--- config.mk ---
export PLATFORM = sky130hd
export DESIGN_NAME = fasta_stream_parser_top
export DESIGN_NICKNAME = d
export VERILOG_FILES = /design/src/fsp_pkg.sv /design/src/fsp_res_fifo.sv /design/src/fsp_parser.sv /design/src/fasta_stream_parser_top.sv
export SDC_FILE = /design/constraint.sdc
export NUM_CORES = 2
export LEC_CHECK = 0
export BUFFER_PORTS_ARGS = -buffer_cell sky130_fd_sc_hd__buf_2
export CORE_ASPECT_RATIO = 0.5
export CORE_UTILIZATION = 25
export CTS_BUF_LIST = sky130_fd_sc_hd__clkbuf_4
export DETAILED_ROUTE_END_ITERATION = 8
export GPL_ROUTABILITY_DRIVEN = 0
export PLACE_DENSITY_LB_ADDON = 0.08
export SYNTH_ARGS = -nofsm -noshare
export SYNTH_HDL_FRONTEND = slang
export SYNTH_SLANG_ARGS = --single-unit
--- constraint.sdc ---
create_clock -name aclk -period 4.5 [get_ports aclk]
set_input_delay 0.225 -clock aclk [delete_from_list [all_inputs] [get_ports aclk]]
set_output_delay 0.225 -clock aclk [all_outputs]
set_load 0.005 [all_outputs]
--- src/fsp_pkg.sv ---
// ============================================================================
// fsp_pkg
// Shared types, codes and helpers for the FASTA stream parser.
// ============================================================================
package fsp_pkg;

    // Input opcodes
    localparam logic OpData = 1'b0;
    localparam logic OpEnd  = 1'b1;

    // Field widths
    localparam int NameLenW   = 21;
    localparam int ContigLenW = 61;
    localparam int ContigIdxW = 32;
    localparam int ErrW       = 4;

    // Result queue geometry
    localparam int ResFifoDepth = 4;
    localparam int ResPtrW      = $clog2(ResFifoDepth);
    localparam int ResCntW      = $clog2(ResFifoDepth + 1);

    // Register map (index = paddr[4:3])
    localparam logic [1:0] RegEmitBases      = 2'd0;
    localparam logic [1:0] RegMaxNameBytes   = 2'd1;
    localparam logic [1:0] RegMaxContigLen   = 2'd2;

    // Register reset values
    localparam logic [NameLenW-1:0]   MaxNameReset   = NameLenW'(1048576);
    localparam logic [ContigLenW-1:0] MaxContigReset = '1;

    // Error codes
    localparam logic [ErrW-1:0] ErrBareCr        = 4'd0;
    localparam logic [ErrW-1:0] ErrSeqBeforeHdr  = 4'd1;
    localparam logic [ErrW-1:0] ErrHdrCtrlChar   = 4'd2;
    localparam logic [ErrW-1:0] ErrEmptyName     = 4'd3;
    localparam logic [ErrW-1:0] ErrNameTooLong   = 4'd4;
    localparam logic [ErrW-1:0] ErrBadUtf8       = 4'd5;
    localparam logic [ErrW-1:0] ErrBadBase       = 4'd6;
    localparam logic [ErrW-1:0] ErrContigTooLong = 4'd7;
    localparam logic [ErrW-1:0] ErrEmptyLine     = 4'd8;
    localparam logic [ErrW-1:0] ErrEmptyContig   = 4'd9;
    localparam logic [ErrW-1:0] ErrTooManyContig = 4'd10;
    localparam logic [ErrW-1:0] ErrNoContigs     = 4'd11;

    // Text characters
    localparam logic [7:0] ChTab   = 8'h09;
    localparam logic [7:0] ChLf    = 8'h0a;
    localparam logic [7:0] ChCr    = 8'h0d;
    localparam logic [7:0] ChSpace = 8'h20;
    localparam logic [7:0] ChGt    = 8'h3e;
    localparam logic [7:0] ChDel   = 8'h7f;

    // UTF-8 lead byte bounds and continuation limits
    localparam logic [7:0] U8AsciiMax = 8'h7f;
    localparam logic [7:0] U8Lead2Lo  = 8'hc2;
    localparam logic [7:0] U8Lead2Hi  = 8'hdf;
    localparam logic [7:0] U8Lead3Lo  = 8'he0;
    localparam logic [7:0] U8Lead3Ed  = 8'hed;
    localparam logic [7:0] U8Lead3Hi  = 8'hef;
    localparam logic [7:0] U8Lead4Lo  = 8'hf0;
    localparam logic [7:0] U8Lead4Hi  = 8'hf4;
    localparam logic [7:0] U8ContLo   = 8'h80;
    localparam logic [7:0] U8ContHi   = 8'hbf;
    localparam logic [7:0] U8LoE0     = 8'ha0;
    localparam logic [7:0] U8HiEd     = 8'h9f;
    localparam logic [7:0] U8LoF0     = 8'h90;
    localparam logic [7:0] U8HiF4     = 8'h8f;

    // Constraint class on the next continuation byte
    localparam logic [2:0] U8ClsAny  = 3'd0;
    localparam logic [2:0] U8ClsE0   = 3'd1;
    localparam logic [2:0] U8ClsEd   = 3'd2;
    localparam logic [2:0] U8ClsF0   = 3'd3;
    localparam logic [2:0] U8ClsF4   = 3'd4;

    // Result event kinds
    typedef enum logic [2:0] {
        EV_BASE        = 3'd0,
        EV_NAME_BYTE   = 3'd1,
        EV_NAME_DONE   = 3'd2,
        EV_CONTIG_DONE = 3'd3,
        EV_ERROR       = 3'd4,
        EV_STREAM_DONE = 3'd5
    } ev_t;

    // Kind of the line being parsed
    typedef enum logic [2:0] {
        LK_START  = 3'b001,
        LK_HEADER = 3'b010,
        LK_SEQ    = 3'b100
    } line_kind_t;

    // One result item
    typedef struct packed {
        ev_t                   event_res;
        logic [7:0]            value;
        logic [ContigLenW-1:0] contig_length;
        logic [ContigIdxW-1:0] contig_index;
        logic [ErrW-1:0]       error_code;
        logic                  last;
    } res_t;

    // Results of one input item (up to two)
    typedef struct packed {
        logic [1:0] count;
        res_t       r0;
        res_t       r1;
    } res_pair_t;

    // Configuration registers
    typedef struct packed {
        logic                  emit_bases;
        logic [NameLenW-1:0]   max_name_bytes;
        logic [ContigLenW-1:0] max_contig_length;
    } cfg_t;

    function automatic res_t make_res(ev_t ev, logic [7:0] val,
                                      logic [ContigLenW-1:0] len,
                                      logic [ContigIdxW-1:0] idx,
                                      logic [ErrW-1:0] err);
        res_t r;
        r.event_res     = ev;
        r.value         = val;
        r.contig_length = len;
        r.contig_index  = idx;
        r.error_code    = err;
        r.last          = 1'b0;
        return r;
    endfunction

endpackage

--- src/fsp_res_fifo.sv ---
// ============================================================================
// fsp_res_fifo
// Small result queue: takes up to two results per cycle while room is set, gives one.
// ============================================================================
module fsp_res_fifo (
    input  logic              aclk,
    input  logic              aresetn,
    input  fsp_pkg::res_pair_t push,
    output logic              room,
    output logic              m_valid,
    input  logic              m_ready,
    output fsp_pkg::res_t     head
);

    fsp_pkg::res_t                      entries_reg [fsp_pkg::ResFifoDepth];
    logic [fsp_pkg::ResPtrW-1:0]        wptr_reg, wptr_next;
    logic [fsp_pkg::ResPtrW-1:0]        rptr_reg, rptr_next;
    logic [fsp_pkg::ResCntW-1:0]        cnt_reg, cnt_next;
    logic [fsp_pkg::ResPtrW-1:0]        wptr_plus1;
    logic                               pop;

    assign m_valid    = (cnt_reg != '0);
    assign pop        = m_valid && m_ready;
    assign head       = entries_reg[rptr_reg];
    assign room       = (cnt_reg <= fsp_pkg::ResCntW'(fsp_pkg::ResFifoDepth - 2));
    assign wptr_plus1 = wptr_reg + fsp_pkg::ResPtrW'(1);

    // pointer and fill bookkeeping
    always_comb begin
        wptr_next = wptr_reg + fsp_pkg::ResPtrW'(push.count);
        rptr_next = rptr_reg + fsp_pkg::ResPtrW'(pop);
        cnt_next  = cnt_reg + fsp_pkg::ResCntW'(push.count) - fsp_pkg::ResCntW'(pop);
    end

    always_ff @(posedge aclk) begin
        if (!aresetn) begin
            wptr_reg <= '0;
            rptr_reg <= '0;
            cnt_reg  <= '0;
        end else begin
            wptr_reg <= wptr_next;
            rptr_reg <= rptr_next;
            cnt_reg  <= cnt_next;
        end
    end

    // storage, no reset needed
    always_ff @(posedge aclk) begin
        if (push.count != 2'd0) begin
            entries_reg[wptr_reg] <= push.r0;
        end
        if (push.count == 2'd2) begin
            entries_reg[wptr_plus1] <= push.r1;
        end
    end

    // writer must respect the room flag
    a_push_room: assert property (@(posedge aclk) disable iff (!aresetn)
        (push.count != 2'd0) |-> room)
        else $error("result queue written without room");

    a_cnt_bound: assert property (@(posedge aclk) disable iff (!aresetn)
        cnt_reg <= fsp_pkg::ResCntW'(fsp_pkg::ResFifoDepth))
        else $error("result queue fill count overflow");

    a_push_width: assert property (@(posedge aclk) disable iff (!aresetn)
        push.count != 2'd3)
        else $error("more than two results pushed in one transfer");

endmodule

--- src/fsp_parser.sv ---
// ============================================================================
// fsp_parser
// Per-byte FASTA parse state and result generation, one item per cycle.
// ============================================================================
module fsp_parser (
    input  logic                aclk,
    input  logic                aresetn,
    input  fsp_pkg::cfg_t       cfg,
    input  logic                valid,
    input  logic                opcode,
    input  logic [7:0]          data_byte,
    output fsp_pkg::res_pair_t  res
);

    fsp_pkg::line_kind_t                 line_kind_reg, line_kind_next;
    logic                                pending_cr_reg, pending_cr_next;
    logic                                collecting_reg, collecting_next;
    logic                                contig_open_reg, contig_open_next;
    logic [fsp_pkg::NameLenW-1:0]        name_length_reg, name_length_next;
    logic [1:0]                          utf8_need_reg, utf8_need_next;
    logic [2:0]                          utf8_cls_reg, utf8_cls_next;
    logic                                utf8_bad_reg, utf8_bad_next;
    logic [fsp_pkg::ContigLenW-1:0]      base_count_reg, base_count_next;
    logic [fsp_pkg::ContigIdxW-1:0]      contig_count_reg, contig_count_next;
    logic                                failed_reg, failed_next;

    logic                                fail_hit;
    logic                                finish_line;
    logic [7:0]                          cont_lo, cont_hi;
    logic                                base_ok;
    logic [7:0]                          base_code;
    logic                                hdr_ctrl;

    // base letter to code
    always_comb begin
        base_ok   = 1'b1;
        base_code = 8'd0;
        case (data_byte)
            8'h41, 8'h61: base_code = 8'd0;   // A a
            8'h43, 8'h63: base_code = 8'd1;   // C c
            8'h47, 8'h67: base_code = 8'd2;   // G g
            8'h54, 8'h74: base_code = 8'd3;   // T t
            8'h4e, 8'h6e: base_code = 8'd4;   // N n
            default:      base_ok   = 1'b0;
        endcase
    end

    // control characters other than tab are illegal in a header
    assign hdr_ctrl = (data_byte < fsp_pkg::ChSpace) ? (data_byte != fsp_pkg::ChTab)
                                                      : (data_byte == fsp_pkg::ChDel);

    // allowed range of the next continuation byte
    always_comb begin
        cont_lo = fsp_pkg::U8ContLo;
        cont_hi = fsp_pkg::U8ContHi;
        case (utf8_cls_reg)
            fsp_pkg::U8ClsE0: cont_lo = fsp_pkg::U8LoE0;
            fsp_pkg::U8ClsEd: cont_hi = fsp_pkg::U8HiEd;
            fsp_pkg::U8ClsF0: cont_lo = fsp_pkg::U8LoF0;
            fsp_pkg::U8ClsF4: cont_hi = fsp_pkg::U8HiF4;
            default: ;
        endcase
    end

    // next state and results
    always_comb begin
        line_kind_next    = line_kind_reg;
        pending_cr_next   = pending_cr_reg;
        collecting_next   = collecting_reg;
        contig_open_next  = contig_open_reg;
        name_length_next  = name_length_reg;
        utf8_need_next    = utf8_need_reg;
        utf8_cls_next     = utf8_cls_reg;
        utf8_bad_next     = utf8_bad_reg;
        base_count_next   = base_count_reg;
        contig_count_next = contig_count_reg;
        fail_hit          = 1'b0;
        finish_line       = 1'b0;
        res.count         = 2'd0;
        res.r0            = '0;
        res.r1            = '0;

        if (valid && !failed_reg) begin
            if (opcode == fsp_pkg::OpEnd) begin
                // end of stream
                if (pending_cr_reg) begin
                    fail_hit = 1'b1;
                    res.r0 = fsp_pkg::make_res(fsp_pkg::EV_ERROR, '0, '0, '0,
                                               fsp_pkg::ErrBareCr);
                    res.count = 2'd1;
                end else if (line_kind_reg == fsp_pkg::LK_HEADER) begin
                    if (name_length_reg == '0) begin
                        fail_hit = 1'b1;
                        res.r0 = fsp_pkg::make_res(fsp_pkg::EV_ERROR, '0, '0, '0,
                                                   fsp_pkg::ErrEmptyName);
                        res.count = 2'd1;
                    end else if (utf8_bad_reg || utf8_need_reg != 2'd0) begin
                        fail_hit = 1'b1;
                        res.r0 = fsp_pkg::make_res(fsp_pkg::EV_ERROR, '0, '0, '0,
                                                   fsp_pkg::ErrBadUtf8);
                        res.count = 2'd1;
                    end else begin
                        // name confirmed, but its contig has no bases
                        fail_hit = 1'b1;
                        res.r0 = fsp_pkg::make_res(fsp_pkg::EV_NAME_DONE, '0, '0,
                                                   contig_count_reg, '0);
                        res.r1 = fsp_pkg::make_res(fsp_pkg::EV_ERROR, '0, '0, '0,
                                                   fsp_pkg::ErrEmptyContig);
                        res.count = 2'd2;
                    end
                end else if (contig_open_reg) begin
                    if (base_count_reg == '0) begin
                        fail_hit = 1'b1;
                        res.r0 = fsp_pkg::make_res(fsp_pkg::EV_ERROR, '0, '0, '0,
                                                   fsp_pkg::ErrEmptyContig);
                        res.count = 2'd1;
                    end else if (contig_count_reg == '1) begin
                        fail_hit = 1'b1;
                        res.r0 = fsp_pkg::make_res(fsp_pkg::EV_ERROR, '0, '0, '0,
                                                   fsp_pkg::ErrTooManyContig);
                        res.count = 2'd1;
                    end else begin
                        res.r0 = fsp_pkg::make_res(fsp_pkg::EV_CONTIG_DONE, '0,
                                                   base_count_reg, contig_count_reg, '0);
                        res.r1 = fsp_pkg::make_res(fsp_pkg::EV_STREAM_DONE, '0, '0, '0,
                                                   '0);
                        res.count = 2'd2;
                    end
                end else if (contig_count_reg == '0) begin
                    fail_hit = 1'b1;
                    res.r0 = fsp_pkg::make_res(fsp_pkg::EV_ERROR, '0, '0, '0,
                                               fsp_pkg::ErrNoContigs);
                    res.count = 2'd1;
                end else begin
                    res.r0 = fsp_pkg::make_res(fsp_pkg::EV_STREAM_DONE, '0, '0, '0, '0);
                    res.count = 2'd1;
                end

                // stream finished: back to the start state
                if (!fail_hit) begin
                    line_kind_next    = fsp_pkg::LK_START;
                    pending_cr_next   = 1'b0;
                    collecting_next   = 1'b0;
                    contig_open_next  = 1'b0;
                    name_length_next  = '0;
                    utf8_need_next    = 2'd0;
                    utf8_cls_next     = fsp_pkg::U8ClsAny;
                    utf8_bad_next     = 1'b0;
                    base_count_next   = '0;
                    contig_count_next = '0;
                end
            end else if (pending_cr_reg) begin
                // CR must be followed by LF
                if (data_byte != fsp_pkg::ChLf) begin
                    fail_hit = 1'b1;
                    res.r0 = fsp_pkg::make_res(fsp_pkg::EV_ERROR, '0, '0, '0,
                                               fsp_pkg::ErrBareCr);
                    res.count = 2'd1;
                end else begin
                    pending_cr_next = 1'b0;
                    finish_line     = 1'b1;
                end
            end else if (data_byte == fsp_pkg::ChCr) begin
                pending_cr_next = 1'b1;
            end else if (data_byte == fsp_pkg::ChLf) begin
                finish_line = 1'b1;
            end else if (line_kind_reg == fsp_pkg::LK_START &&
                         data_byte == fsp_pkg::ChGt) begin
                // new header closes any open contig
                if (contig_open_reg) begin
                    if (base_count_reg == '0) begin
                        fail_hit = 1'b1;
                        res.r0 = fsp_pkg::make_res(fsp_pkg::EV_ERROR, '0, '0, '0,
                                                   fsp_pkg::ErrEmptyContig);
                        res.count = 2'd1;
                    end else if (contig_count_reg == '1) begin
                        fail_hit = 1'b1;
                        res.r0 = fsp_pkg::make_res(fsp_pkg::EV_ERROR, '0, '0, '0,
                                                   fsp_pkg::ErrTooManyContig);
                        res.count = 2'd1;
                    end else begin
                        res.r0 = fsp_pkg::make_res(fsp_pkg::EV_CONTIG_DONE, '0,
                                                   base_count_reg, contig_count_reg, '0);
                        res.count = 2'd1;
                        contig_open_next  = 1'b0;
                        base_count_next   = '0;
                        contig_count_next = contig_count_reg + fsp_pkg::ContigIdxW'(1);
                    end
                end
                line_kind_next   = fsp_pkg::LK_HEADER;
                name_length_next = '0;
                collecting_next  = 1'b1;
                utf8_need_next   = 2'd0;
                utf8_cls_next    = fsp_pkg::U8ClsAny;
                utf8_bad_next    = 1'b0;
            end else if (line_kind_reg == fsp_pkg::LK_START && !contig_open_reg) begin
                fail_hit = 1'b1;
                res.r0 = fsp_pkg::make_res(fsp_pkg::EV_ERROR, '0, '0, '0,
                                           fsp_pkg::ErrSeqBeforeHdr);
                res.count = 2'd1;
            end else if (line_kind_reg == fsp_pkg::LK_HEADER) begin
                // header byte
                if (hdr_ctrl) begin
                    fail_hit = 1'b1;
                    res.r0 = fsp_pkg::make_res(fsp_pkg::EV_ERROR, '0, '0, '0,
                                               fsp_pkg::ErrHdrCtrlChar);
                    res.count = 2'd1;
                end else if (collecting_reg && (data_byte == fsp_pkg::ChSpace ||
                                                data_byte == fsp_pkg::ChTab)) begin
                    if (name_length_reg == '0) begin
                        fail_hit = 1'b1;
                        res.r0 = fsp_pkg::make_res(fsp_pkg::EV_ERROR, '0, '0, '0,
                                                   fsp_pkg::ErrEmptyName);
                        res.count = 2'd1;
                    end else begin
                        collecting_next = 1'b0;
                    end
                end else if (collecting_reg) begin
                    if (name_length_reg >= cfg.max_name_bytes) begin
                        fail_hit = 1'b1;
                        res.r0 = fsp_pkg::make_res(fsp_pkg::EV_ERROR, '0, '0, '0,
                                                   fsp_pkg::ErrNameTooLong);
                        res.count = 2'd1;
                    end else begin
                        name_length_next = name_length_reg + fsp_pkg::NameLenW'(1);
                        res.r0 = fsp_pkg::make_res(fsp_pkg::EV_NAME_BYTE, data_byte, '0,
                                                   contig_count_reg, '0);
                        res.count = 2'd1;
                        // incremental UTF-8 check
                        if (!utf8_bad_reg) begin
                            if (utf8_need_reg != 2'd0) begin
                                if (data_byte < cont_lo || data_byte > cont_hi) begin
                                    utf8_bad_next = 1'b1;
                                end else begin
                                    utf8_need_next = utf8_need_reg - 2'd1;
                                    utf8_cls_next  = fsp_pkg::U8ClsAny;
                                end
                            end else if (data_byte <= fsp_pkg::U8AsciiMax) begin
                                utf8_need_next = 2'd0;
                            end else if (data_byte >= fsp_pkg::U8Lead2Lo &&
                                         data_byte <= fsp_pkg::U8Lead2Hi) begin
                                utf8_need_next = 2'd1;
                                utf8_cls_next  = fsp_pkg::U8ClsAny;
                            end else if (data_byte >= fsp_pkg::U8Lead3Lo &&
                                         data_byte <= fsp_pkg::U8Lead3Hi) begin
                                utf8_need_next = 2'd2;
                                if (data_byte == fsp_pkg::U8Lead3Lo) begin
                                    utf8_cls_next = fsp_pkg::U8ClsE0;
                                end else if (data_byte == fsp_pkg::U8Lead3Ed) begin
                                    utf8_cls_next = fsp_pkg::U8ClsEd;
                                end else begin
                                    utf8_cls_next = fsp_pkg::U8ClsAny;
                                end
                            end else if (data_byte >= fsp_pkg::U8Lead4Lo &&
                                         data_byte <= fsp_pkg::U8Lead4Hi) begin
                                utf8_need_next = 2'd3;
                                if (data_byte == fsp_pkg::U8Lead4Lo) begin
                                    utf8_cls_next = fsp_pkg::U8ClsF0;
                                end else if (data_byte == fsp_pkg::U8Lead4Hi) begin
                                    utf8_cls_next = fsp_pkg::U8ClsF4;
                                end else begin
                                    utf8_cls_next = fsp_pkg::U8ClsAny;
                                end
                            end else begin
                                utf8_bad_next = 1'b1;
                            end
                        end
                    end
                end
            end else begin
                // sequence byte
                line_kind_next = fsp_pkg::LK_SEQ;
                if (!base_ok) begin
                    fail_hit = 1'b1;
                    res.r0 = fsp_pkg::make_res(fsp_pkg::EV_ERROR, '0, '0, '0,
                                               fsp_pkg::ErrBadBase);
                    res.count = 2'd1;
                end else if (base_count_reg >= cfg.max_contig_length) begin
                    fail_hit = 1'b1;
                    res.r0 = fsp_pkg::make_res(fsp_pkg::EV_ERROR, '0, '0, '0,
                                               fsp_pkg::ErrContigTooLong);
                    res.count = 2'd1;
                end else begin
                    base_count_next = base_count_reg + fsp_pkg::ContigLenW'(1);
                    if (cfg.emit_bases) begin
                        res.r0 = fsp_pkg::make_res(fsp_pkg::EV_BASE, base_code, '0,
                                                   contig_count_reg, '0);
                        res.count = 2'd1;
                    end
                end
            end

            // end of line: empty line check, header completion
            if (finish_line) begin
                line_kind_next = fsp_pkg::LK_START;
                if (line_kind_reg == fsp_pkg::LK_START) begin
                    fail_hit = 1'b1;
                    res.r0 = fsp_pkg::make_res(fsp_pkg::EV_ERROR, '0, '0, '0,
                                               fsp_pkg::ErrEmptyLine);
                    res.count = 2'd1;
                end else if (line_kind_reg == fsp_pkg::LK_HEADER) begin
                    if (name_length_reg == '0) begin
                        fail_hit = 1'b1;
                        res.r0 = fsp_pkg::make_res(fsp_pkg::EV_ERROR, '0, '0, '0,
                                                   fsp_pkg::ErrEmptyName);
                        res.count = 2'd1;
                    end else if (utf8_bad_reg || utf8_need_reg != 2'd0) begin
                        fail_hit = 1'b1;
                        res.r0 = fsp_pkg::make_res(fsp_pkg::EV_ERROR, '0, '0, '0,
                                                   fsp_pkg::ErrBadUtf8);
                        res.count = 2'd1;
                    end else begin
                        res.r0 = fsp_pkg::make_res(fsp_pkg::EV_NAME_DONE, '0, '0,
                                                   contig_count_reg, '0);
                        res.count = 2'd1;
                        contig_open_next = 1'b1;
                        base_count_next  = '0;
                    end
                end
            end
        end

        // mark the final result of this item
        if (res.count == 2'd1) begin
            res.r0.last = 1'b1;
        end else if (res.count == 2'd2) begin
            res.r1.last = 1'b1;
        end

        failed_next = failed_reg | fail_hit;
    end

    always_ff @(posedge aclk) begin
        if (!aresetn) begin
            line_kind_reg    <= fsp_pkg::LK_START;
            pending_cr_reg   <= 1'b0;
            collecting_reg   <= 1'b0;
            contig_open_reg  <= 1'b0;
            name_length_reg  <= '0;
            utf8_need_reg    <= 2'd0;
            utf8_cls_reg     <= fsp_pkg::U8ClsAny;
            utf8_bad_reg     <= 1'b0;
            base_count_reg   <= '0;
            contig_count_reg <= '0;
            failed_reg       <= 1'b0;
        end else begin
            line_kind_reg    <= line_kind_next;
            pending_cr_reg   <= pending_cr_next;
            collecting_reg   <= collecting_next;
            contig_open_reg  <= contig_open_next;
            name_length_reg  <= name_length_next;
            utf8_need_reg    <= utf8_need_next;
            utf8_cls_reg     <= utf8_cls_next;
            utf8_bad_reg     <= utf8_bad_next;
            base_count_reg   <= base_count_next;
            contig_count_reg <= contig_count_next;
            failed_reg       <= failed_next;
        end
    end

    // nothing leaves the parser after the first error
    a_silent_after_fail: assert property (@(posedge aclk) disable iff (!aresetn)
        failed_reg |-> (res.count == 2'd0))
        else $error("result produced after error");

    a_fail_sticks: assert property (@(posedge aclk) disable iff (!aresetn)
        (valid && fail_hit) |=> failed_reg)
        else $error("error did not latch the failed flag");

    a_error_is_last: assert property (@(posedge aclk) disable iff (!aresetn)
        (res.count == 2'd2) |-> (!res.r0.last && res.r1.last &&
                                 res.r0.event_res != fsp_pkg::EV_ERROR))
        else $error("bad ordering of a result pair");

endmodule

--- src/fasta_stream_parser_top.sv ---
// ============================================================================
// fasta_stream_parser_top
// FASTA byte stream parser with strict UTF-8 name check and APB registers.
// ============================================================================
// Throughput: one input transfer per cycle while the result queue has room;
// end of stream can yield two results. An accepted transfer is first registered in
// the input register, then parsed into a four-entry result queue that feeds m_*;
// the two decouple both channels. Reset (aresetn, synchronous, active low) clears
// parse state, the error flag, the result queue, and restores all registers to their reset values.
module fasta_stream_parser_top (
    input  logic        aclk,
    input  logic        aresetn,
    // input channel
    input  logic        s_valid,
    output logic        s_ready,
    input  logic        s_opcode,
    input  logic [7:0]  s_data_byte,
    // result channel
    output logic        m_valid,
    input  logic        m_ready,
    output logic [2:0]  m_event_res,
    output logic [7:0]  m_value,
    output logic [60:0] m_contig_length,
    output logic [31:0] m_contig_index,
    output logic [3:0]  m_error_code,
    output logic        m_last,
    // configuration
    input  logic        psel,
    input  logic        penable,
    input  logic        pwrite,
    input  logic [4:0]  paddr,
    input  logic [63:0] pwdata,
    output logic [63:0] prdata,
    output logic        pready
);

    fsp_pkg::cfg_t      cfg_reg;
    logic               in_valid_reg;
    logic               in_opcode_reg;
    logic [7:0]         in_byte_reg;
    logic               parse_go;
    logic               fifo_room;
    logic               cfg_wr;
    logic [1:0]         reg_idx;
    fsp_pkg::res_pair_t res_pair;
    fsp_pkg::res_t      head;

    // configuration port
    assign pready  = 1'b1;
    assign reg_idx = paddr[4:3];
    assign cfg_wr  = psel && penable && pwrite && pready;

    always_ff @(posedge aclk) begin
        if (!aresetn) begin
            cfg_reg.emit_bases        <= 1'b1;
            cfg_reg.max_name_bytes    <= fsp_pkg::MaxNameReset;
            cfg_reg.max_contig_length <= fsp_pkg::MaxContigReset;
        end else if (cfg_wr) begin
            case (reg_idx)
                fsp_pkg::RegEmitBases:    cfg_reg.emit_bases <= pwdata[0];
                fsp_pkg::RegMaxNameBytes:
                    cfg_reg.max_name_bytes <= pwdata[fsp_pkg::NameLenW-1:0];
                fsp_pkg::RegMaxContigLen:
                    cfg_reg.max_contig_length <= pwdata[fsp_pkg::ContigLenW-1:0];
                default: ;
            endcase
        end
    end

    // register readback
    always_comb begin
        case (reg_idx)
            fsp_pkg::RegEmitBases:    prdata = {63'd0, cfg_reg.emit_bases};
            fsp_pkg::RegMaxNameBytes:
                prdata = {{(64 - fsp_pkg::NameLenW){1'b0}}, cfg_reg.max_name_bytes};
            fsp_pkg::RegMaxContigLen:
                prdata = {{(64 - fsp_pkg::ContigLenW){1'b0}}, cfg_reg.max_contig_length};
            default:                  prdata = 64'd0;
        endcase
    end

    // input register; drains whenever the queue can take two results
    assign parse_go = in_valid_reg && fifo_room;
    assign s_ready  = !in_valid_reg || parse_go;

    always_ff @(posedge aclk) begin
        if (!aresetn) begin
            in_valid_reg <= 1'b0;
        end else if (s_ready) begin
            in_valid_reg <= s_valid;
        end
    end

    always_ff @(posedge aclk) begin
        if (s_valid && s_ready) begin
            in_opcode_reg <= s_opcode;
            in_byte_reg   <= s_data_byte;
        end
    end

    fsp_parser u_parser (
        .aclk      (aclk),
        .aresetn   (aresetn),
        .cfg       (cfg_reg),
        .valid     (parse_go),
        .opcode    (in_opcode_reg),
        .data_byte (in_byte_reg),
        .res       (res_pair)
    );

    fsp_res_fifo u_res_fifo (
        .aclk    (aclk),
        .aresetn (aresetn),
        .push    (res_pair),
        .room    (fifo_room),
        .m_valid (m_valid),
        .m_ready (m_ready),
        .head    (head)
    );

    // result fields
    assign m_event_res     = 3'(head.event_res);
    assign m_value         = head.value;
    assign m_contig_length = head.contig_length;
    assign m_contig_index  = head.contig_index;
    assign m_error_code    = head.error_code;
    assign m_last          = head.last;

endmodule
# --- Yosys cells after proc, flatten, opt, wreduce, memory -nomap -nowiden ---
# Memories as Yosys holds them, arrays and structs flattened. A register that Yosys moved wholly into a read port is not among the register bits.
# Index checks and enable logic that the tools add are counted.
# W data, S select, Z words.
totals:
  regBits: 227
  ram_bits: 436
  memories: 1
  wordCells: 368
  out_inout_bits: 176
op_classes:
  mux: 223
  addsub: 9
  magnitude_cmp: 13
  reduce_logical: 48
  bitwise_logic: 1
  n_eq_ne: 53
memory_table:
  columns: ["memory", "words", "width", "read_ports", "rd_ports_with_merged_regs", "wr", "line_no", "rtl"]
  rows:
  - ["u_res_fifo.entries_reg", 4, 109, 1, 1, 2, "fsp_res_fifo.sv:15", "fsp_pkg::res_t entries_reg [fsp_pkg::ResFifoDepth];"]
ops:
  columns: ["op", "count"]
  rows:
  - ["$mux W111", 24]
  - ["$mux W61", 18]
  - ["$mux W109", 10]
  - ["$mux W220", 2]
  - ["$mux W110", 3]
  - ["$mux W32", 9]
  - ["$mux W21", 12]
  - ["$pmux W61 S3", 1]
  - ["$mux W107", 1]
  - ["$mux W3", 31]
  - ["$eq A8 B7 Y1 const B", 11]
  - ["$mux W1", 88]
  - ["$add A61 B1 Y61 const B", 1]
  - ["$ge A61 B61 Y1", 1]
  - ["$logic_not A61 Y1", 1]
  - ["$mux W2", 21]
  - ["$add A32 B1 Y32 const B", 1]
  - ["$eq A32 B32 Y1 const B", 1]
  - ["$eq A8 B8 Y1 const B", 4]
  - ["$logic_not A32 Y1", 1]
  - ["$eq A8 B4 Y1 const B", 3]
  - ["$ge A8 B8 Y1 const B", 3]
  - ["$le A8 B8 Y1 const B", 3]
  - ["$pmux W6 S2", 2]
  - ["46 further kinds", 95]

# --- Depth between registers and ports, before layout ---
logic_depth:
  word_depth: 20
  depth_mapped: 15
  ltp_nobuf: 15

# --- Hierarchy ---
# From an unflattened synthesis, not the netlist that was laid out.
hier_totals:
  hier_cells: 3321
  hier_area_um2: 38328.0
by_module_without_submodules:
  columns: ["module", "n_inst", "area_each_um2", "cells_each", "seq_area_each_um2"]
  rows:
  - ["fsp_res_fifo", 1, 21396.8, 1099, 13232.7]
  - ["fsp_parser", 1, 12458.2, 1753, 2542.4]
  - ["fasta_stream_parser_top", 1, 4473.0, 469, 1951.9]

# --- Worst setup path after synthesis ---
# Ideal clock, no wire load.
synth_timing:
  kind: "flip-flop to flip-flop"
  from: "register u_parser.base_count_reg[0] (netlist name)"
  to: "register u_res_fifo.cnt_reg[2] (netlist name)"
  t_arrival_ns: 3.440
  setup_ns: 0.128
  path_stages_with_launch: 16
  n_path_buf: 0
  path_slack_ns: 0.932
  path_cell_list: "dfxtp_1 -> inv_1 -> ha_1 -> nand2b_1 -> a21oi_1 -> o21ai_1 -> a211o_1 -> a311oi_2 -> a21oi_4 -> o31a_1 -> o311ai_0 -> inv_1 -> ha_1 -> fa_1 -> xnor2_1 -> nor2_1"
synth_between:
  elab_chain_len: 16
synth_lines:
  columns: ["element", "line_no", "rtl"]
  rows:
  - ["from (decl)", "fsp_parser.sv:23", "logic [fsp_pkg::ContigLenW-1:0] base_count_reg, base_count_next;"]
  - ["from (signal assigned)", "fsp_parser.sv:355", "base_count_reg <= base_count_next;"]
  - ["$ge A61 B61 Y1", "fsp_parser.sv:278", "end else if (base_count_reg >= cfg.max_contig_length) begin"]
  - ["$mux W111", "fsp_parser.sv:278", null]
  - ["$mux W111", "fsp_parser.sv:273", "if (!base_ok) begin"]
  - ["$mux W111", "fsp_parser.sv:201", "end else if (line_kind_reg == fsp_pkg::LK_HEADER) begin"]
  - ["$mux W111", "fsp_parser.sv:196", "end else if (line_kind_reg == fsp_pkg::LK_START && !contig_open_reg) begin"]
  - ["$mux W111", "fsp_parser.sv:167", "end else if (line_kind_reg == fsp_pkg::LK_START &&"]
  - ["$mux W111", "fsp_parser.sv:165", "end else if (data_byte == fsp_pkg::ChLf) begin"]
  - ["$mux W111", "fsp_parser.sv:163", "end else if (data_byte == fsp_pkg::ChCr) begin"]
  - ["$mux W111", "fsp_parser.sv:152", "end else if (pending_cr_reg) begin"]
  - ["$mux W111 *", "fsp_parser.sv:84", "if (opcode == fsp_pkg::OpEnd) begin"]
  - ["$mux W111", "fsp_parser.sv:301", "end else if (line_kind_reg == fsp_pkg::LK_HEADER) begin"]
  - ["$mux W111", "fsp_parser.sv:296", "if (line_kind_reg == fsp_pkg::LK_START) begin"]
  - ["$mux W111 *", "fsp_parser.sv:294", "if (finish_line) begin"]
  - ["$mux W220 *", "fsp_parser.sv:83", "if (valid && !failed_reg) begin"]
  - ["$add A3 B2 Y3 *", "fsp_res_fifo.sv:32", "cnt_next = cnt_reg + fsp_pkg::ResCntW'(push.count) - fsp_pkg::ResCntW'(pop);"]
  - ["$sub A3 B1 Y3 *", "fsp_res_fifo.sv:32", null]
  - ["to (signal assigned)", "fsp_res_fifo.sv:43", "cnt_reg <= cnt_next;"]
  - ["to (decl)", "fsp_res_fifo.sv:18", "logic [fsp_pkg::ResCntW-1:0] cnt_reg, cnt_next;"]
# Every way passes the cells marked *; elsewhere a longest branch is shown, timed or not.
# A chain may end at the register's enable or synchronous reset.

# --- Worst setup path after layout ---
layout_timing:
  from: "register u_parser.base_count_reg[59] (netlist name)"
  to: "register u_res_fifo.cnt_reg[1] (netlist name)"
layout_between:
  elab_chain_len: 16
layout_lines:
  columns: ["element", "line_no"]
  rows:
  - ["$ge A61 B61 Y1", "fsp_parser.sv:278"]
  - ["$mux W111", "fsp_parser.sv:278"]
  - ["$mux W111", "fsp_parser.sv:273"]
  - ["$mux W111", "fsp_parser.sv:201"]
  - ["$mux W111", "fsp_parser.sv:196"]
  - ["$mux W111", "fsp_parser.sv:167"]
  - ["$mux W111", "fsp_parser.sv:165"]
  - ["$mux W111", "fsp_parser.sv:163"]
  - ["$mux W111", "fsp_parser.sv:152"]
  - ["$mux W111 *", "fsp_parser.sv:84"]
  - ["$mux W111", "fsp_parser.sv:301"]
  - ["$mux W111", "fsp_parser.sv:296"]
  - ["$mux W111 *", "fsp_parser.sv:294"]
  - ["$mux W220 *", "fsp_parser.sv:83"]
  - ["$add A3 B2 Y3 *", "fsp_res_fifo.sv:32"]
  - ["$sub A3 B1 Y3 *", "fsp_res_fifo.sv:32"]
  - ["via u_res_fifo.cnt_next (one bit)", "fsp_res_fifo.sv:18"]
# Mark *: on every way through the listed nets, which the timed path passes. The rest lies on a longest branch.

==> report_table.html <==
<table>
<tr><th>Metric</th><th>Value</th></tr>
<tr><th colspan="2">Power</th></tr>
<tr><td>Maximum resistive drop on vdd</td><td>0.170 mV</td></tr>
<tr><td>Power Dens Cells</td><td>337 mW/mm2</td></tr>
<tr><td>Standby leakage power</td><td>15.2 nW</td></tr>
<tr><th colspan="2">Clock network</th></tr>
<tr><td>Clock tree buffer depth</td><td>3</td></tr>
<tr><td>Clock latency at the later pin of the worst-skew pair</td><td>1190 ps</td></tr>
<tr><td>Clock buffers created by TritonCTS</td><td>roughly 170</td></tr>
<tr><td>CTS sink count</td><td>~660</td></tr>
<tr><td>TritonCTS clock tree</td><td>done</td></tr>
<tr><td>Number of buffers inserted to repair setup after CTS</td><td>0</td></tr>
<tr><td>Clock transition time at the flip-flop clock pins of the worst setup and hold paths</td><td>70 ps</td></tr>
<tr><td>Root buf cell</td><td>sky130_fd_sc_hd__clkbuf_4</td></tr>
<tr><td>CTS H-tree depth</td><td>4</td></tr>
<tr><th colspan="2">Route</th></tr>
<tr><td>DR vias</td><td>29200</td></tr>
<tr><td>Detailed-routing iteration count for the pre-antenna-repair pass</td><td>6</td></tr>
<tr><td>Vias per inst</td><td>5.08</td></tr>
<tr><td>Iteration-0 DRC count of the detailed router</td><td>approximately 2200</td></tr>
<tr><td>DR WL/cell</td><td>22.5 um</td></tr>
<tr><td>DRC</td><td>0</td></tr>
<tr><td>Antenna-violating nets left</td><td>0</td></tr>
<tr><td>Drt total wl</td><td>around 130 mm</td></tr>
<tr><th colspan="2">Job</th></tr>
<tr><td>Max-cap violations</td><td>0</td></tr>
<tr><th colspan="2">Floorplan</th></tr>
<tr><td>I/O pin count</td><td>261</td></tr>
<tr><td>Area of the core region</td><td>0.124 mm2</td></tr>
<tr><td>Initial cell density of the core</td><td>0.253</td></tr>
<tr><td>Vert. Die Dim</td><td>between 200 and 300 um</td></tr>
<tr><td>FP Rows</td><td>91</td></tr>
<tr><td>Die extent in x</td><td>503 um</td></tr>
<tr><td>Total Die Area</td><td>0.127 mm2</td></tr>
<tr><th colspan="2">Placement</th></tr>
<tr><td>Count of buffers from port buffering</td><td>250</td></tr>
<tr><td>DP HPWL</td><td>87.7 mm</td></tr>
<tr><td>Post-Place Setup Slack</td><td>around 420 ps</td></tr>
<tr><td>DP Area</td><td>~0.035 mm2</td></tr>
<tr><th colspan="2">Global routing</th></tr>
<tr><td>Largest net degree at the start of global routing</td><td>132</td></tr>
<tr><td>Number of antenna violations at the first check in global routing</td><td>5</td></tr>
<tr><td>Wire length of the first global-routing pass</td><td>191 mm</td></tr>
<tr><td>Gr ovfl total</td><td>0</td></tr>
<tr><td>Number of global-route vias before repair</td><td>between 20000 and 30000</td></tr>
<tr><td>Overall track demand over capacity in global routing</td><td>0.201</td></tr>
<tr><th colspan="2">Setup path</th></tr>
<tr><td>Reg-to-reg slack, setup</td><td>500 ps</td></tr>
<tr><td>Critical path arrival</td><td>approximately 5000 ps</td></tr>
<tr><td>Worst Reg2Reg Path Length in Cells</td><td>12</td></tr>
<tr><td>Library cell contributing the largest single delay on the critical path</td><td>sky130_fd_sc_hd__or4_4</td></tr>
<tr><td>Critical path class</td><td>reg2reg</td></tr>
<tr><td>Kind of start point of the critical path</td><td>flop</td></tr>
<tr><td>Critical path's top delay family</td><td>simple AND/OR/NAND/NOR gates</td></tr>
<tr><td>Worst Path Max Fanout</td><td>6</td></tr>
<tr><td>Buffers and inverters on the worst path</td><td>1</td></tr>
<tr><td>Data required, critical path</td><td>5520 ps</td></tr>
<tr><td>Slowest stage delay, CP</td><td>approximately 620 ps</td></tr>
<tr><td>Ordered list of cells on the worst path</td><td>ha_1, nand4_1, or4_4, nor3_1, a311oi_2, a21oi_4, o31a_1, o311ai_0, inv_1, ha_1, fa_1, and2_1</td></tr>
<tr><td>Startpoint of the most critical register-to-register path</td><td>u_parser.base_count_reg[59]</td></tr>
<tr><td>Nature of the critical path endpoint</td><td>flop</td></tr>
<tr><td>Worst reg2reg path endpoint</td><td>u_res_fifo.cnt_reg[1]</td></tr>
<tr><td>Library cell appearing most often on the critical path</td><td>sky130_fd_sc_hd__ha_1</td></tr>
<tr><th colspan="2">Logic synthesis</th></tr>
<tr><td>Most used DFF post-synth</td><td>sky130_fd_sc_hd__dfxtp_1</td></tr>
<tr><td>Synthesized area per cell</td><td>9.13 um2</td></tr>
<tr><td>Dominant cell by count in the synthesized netlist</td><td>sky130_fd_sc_hd__dfxtp_1</td></tr>
<tr><td>Most used standard cells in the synthesized netlist</td><td>sky130_fd_sc_hd__dfxtp_1 (634), sky130_fd_sc_hd__nand3_1 (373), sky130_fd_sc_hd__o21ai_0 (359)</td></tr>
<tr><td>Number of different library cells in the post-synthesis netlist</td><td>97</td></tr>
<tr><td>Part of the Yosys area used for sequential elements</td><td>0.432</td></tr>
<tr><td>Post-synth EDFFs</td><td>29</td></tr>
<tr><td>Yosys warns</td><td>0</td></tr>
<tr><td>Leading cell types by total area after synthesis</td><td>sky130_fd_sc_hd__dfxtp_1 (40%), sky130_fd_sc_hd__mux4_2 (7.8%), sky130_fd_sc_hd__nand3_1 (5.9%)</td></tr>
<tr><td>Synthesized netlist cell count</td><td>3437</td></tr>
<tr><td>Seq cells post-synth</td><td>663</td></tr>
<tr><td>Largest area contributor in the synthesized netlist</td><td>sky130_fd_sc_hd__dfxtp_1</td></tr>
<tr><td>Post-Syn Area</td><td>0.0314 mm2</td></tr>
<tr><td>Share of synthesized flip-flops with an asynchronous set or reset</td><td>0</td></tr>
<tr><td>Top cell type's share of synthesized area</td><td>0.404</td></tr>
<tr><th colspan="2">Layout</th></tr>
<tr><td>Fraction of layout cells with a size suffix above 1</td><td>0.213</td></tr>
<tr><td>Final non-filler cell area</td><td>approximately 0.04 mm2</td></tr>
<tr><td>Number of flip-flops in the largest register</td><td>436</td></tr>
<tr><td>Count of nets after finishing</td><td>4134</td></tr>
<tr><td>Area growth syn-to-layout</td><td>25.5%</td></tr>
<tr><th colspan="2">Timing</th></tr>
<tr><td>Fin. max-slew vios</td><td>0</td></tr>
<tr><td>Worst-Margin Slew</td><td>1120 ps</td></tr>
<tr><td>Crit share post-route</td><td>0.888</td></tr>
<tr><td>Number of endpoints with negative hold slack in the final report</td><td>0</td></tr>
<tr><td>Accumulated negative setup slack</td><td>0 ps</td></tr>
<tr><td>RSZ-0062 raised after global routing</td><td>no</td></tr>
<tr><td>Clock skew</td><td>about 120 ps</td></tr>
<tr><td>Minimum setup slack in the final design</td><td>505 ps</td></tr>
<tr><td>Smallest hold slack</td><td>~180 ps</td></tr>
<tr><td>Setup violation total in the final timing report</td><td>0</td></tr>
<tr><td>Worst slew slack as a fraction of its limit</td><td>0.246</td></tr>
<tr><td>Shortest period the worst path allows</td><td>4000 ps</td></tr>
<tr><td>Upper clock frequency limit</td><td>0.250 GHz</td></tr>
<tr><th colspan="2">Outcome</th></tr>
<tr><td>Run status</td><td>finished, final reports clean</td></tr>
<tr><th colspan="2">Worst hold path</th></tr>
<tr><td>Class of the most critical hold timing path</td><td>in2reg</td></tr>
<tr><td>Worst Hold Launch</td><td>aresetn</td></tr>
<tr><td>Worst hold path endpoint</td><td>u_parser.line_kind_reg[0]</td></tr>
<tr><td>WHS Path Cells</td><td>3</td></tr>
</table>
## layout make-up
class	instances	area, um2
diodes	14	35.0
clock buffers	257	1930
fillers	13100	84500
well taps	1674	2090
repair buffers	632	4880
inverters	124	465
multi-input cells	2358	16100
clock inverters	30	264
flip-flops and latches	663	13600
## how the worst max path moves through the flow
stage / to / start / cells past startpoint
after CTS: u_parser.base_count_reg[44] / u_parser.base_count_reg[7] / 11
after detailed placement: u_parser.base_count_reg[44] / u_parser.base_count_reg[7] / 11
final: u_res_fifo.cnt_reg[1] / u_parser.base_count_reg[59] / 12
after floorplan: u_res_fifo.cnt_reg[2] / u_parser.base_count_reg[0] / 15
after global routing: u_res_fifo.cnt_reg[1] / cfg_reg[56] / 13
after global placement: u_parser.base_count_reg[44] / u_parser.base_count_reg[7] / 11
## layer usage
layer	wire (um)	track usage	part of all wire
met5	13	0	0.00010
met4	2600	0.0584	0.020
met3	7470	0.0374	0.058
met2	55300	0.298	0.43
met1	63700	0.294	0.49
## worst min-delay path: cells and delay by family
family,cells,cell delay [ps]
buffers and inverters,2,850
AOI/OAI and AO/OA,1,150
## power by group
part | total (mW) | switching [mW] | internal, mW
Combinational | 1.61 | 0.990 | 0.623
Sequential | 6.11 | 0.139 | 5.97
Clock | 5.56 | 2.77 | 2.79
Total | 13.3 | 3.90 | 9.38
## cells by family after synthesis
family | count (synthesis) | share of synthesized area
compound gates | 901 | 0.186
xor+xnor | 50 | 0.0140
fa+ha+maj | 97 | 0.0389
buf+inv | 418 | 0.0563
flops | 663 | 0.432
mux | 118 | 0.0811
other cells | 2 | 0.000239
simple gates | 1188 | 0.191
## cells in the final DEF (no fill, tap or decap), types with 22 or more instances in the layout
cell,n
sky130_fd_sc_hd__dfxtp_1,632
sky130_fd_sc_hd__nand3_1,372
sky130_fd_sc_hd__o21ai_0,359
sky130_fd_sc_hd__nand2_1,307
sky130_fd_sc_hd__clkbuf_4,257
sky130_fd_sc_hd__buf_2,249
sky130_fd_sc_hd__dlygate4sd3_1,204
sky130_fd_sc_hd__buf_4,159
sky130_fd_sc_hd__a22o_1,156
sky130_fd_sc_hd__a21oi_1,135
sky130_fd_sc_hd__nor2_1,126
sky130_fd_sc_hd__inv_1,120
sky130_fd_sc_hd__mux4_2,109
sky130_fd_sc_hd__ha_1,96
sky130_fd_sc_hd__o211ai_1,69
sky130_fd_sc_hd__and2_1,66
sky130_fd_sc_hd__nand4_1,61
sky130_fd_sc_hd__nor3_1,52
sky130_fd_sc_hd__nor4_1,49
sky130_fd_sc_hd__and3_1,32
sky130_fd_sc_hd__edfxtp_1,29
sky130_fd_sc_hd__a31oi_1,28
sky130_fd_sc_hd__xnor2_1,27
sky130_fd_sc_hd__xor2_1,23
sky130_fd_sc_hd__or3_1,22
## metrics by stage
stage | util | std cells | total power, mW
finish | 0.318 | 5752 | 13.3
global route | 0.318 | 5742 | 14.0
CTS | 0.318 | 5738 | 13.5
detailed placement | 0.283 | 5247 | 7.77
global placement | 0.283 | 5247 | 7.76
floorplan | - | 3439 | 7.10
## repair_timing
item                                    CTS  global route
endpoints found under the setup margin    0             1
hold endpoints to repair                176             0
hold buffers                            204             0
gates resized for setup                   0             1
Power figures use the tool's default switching activity.
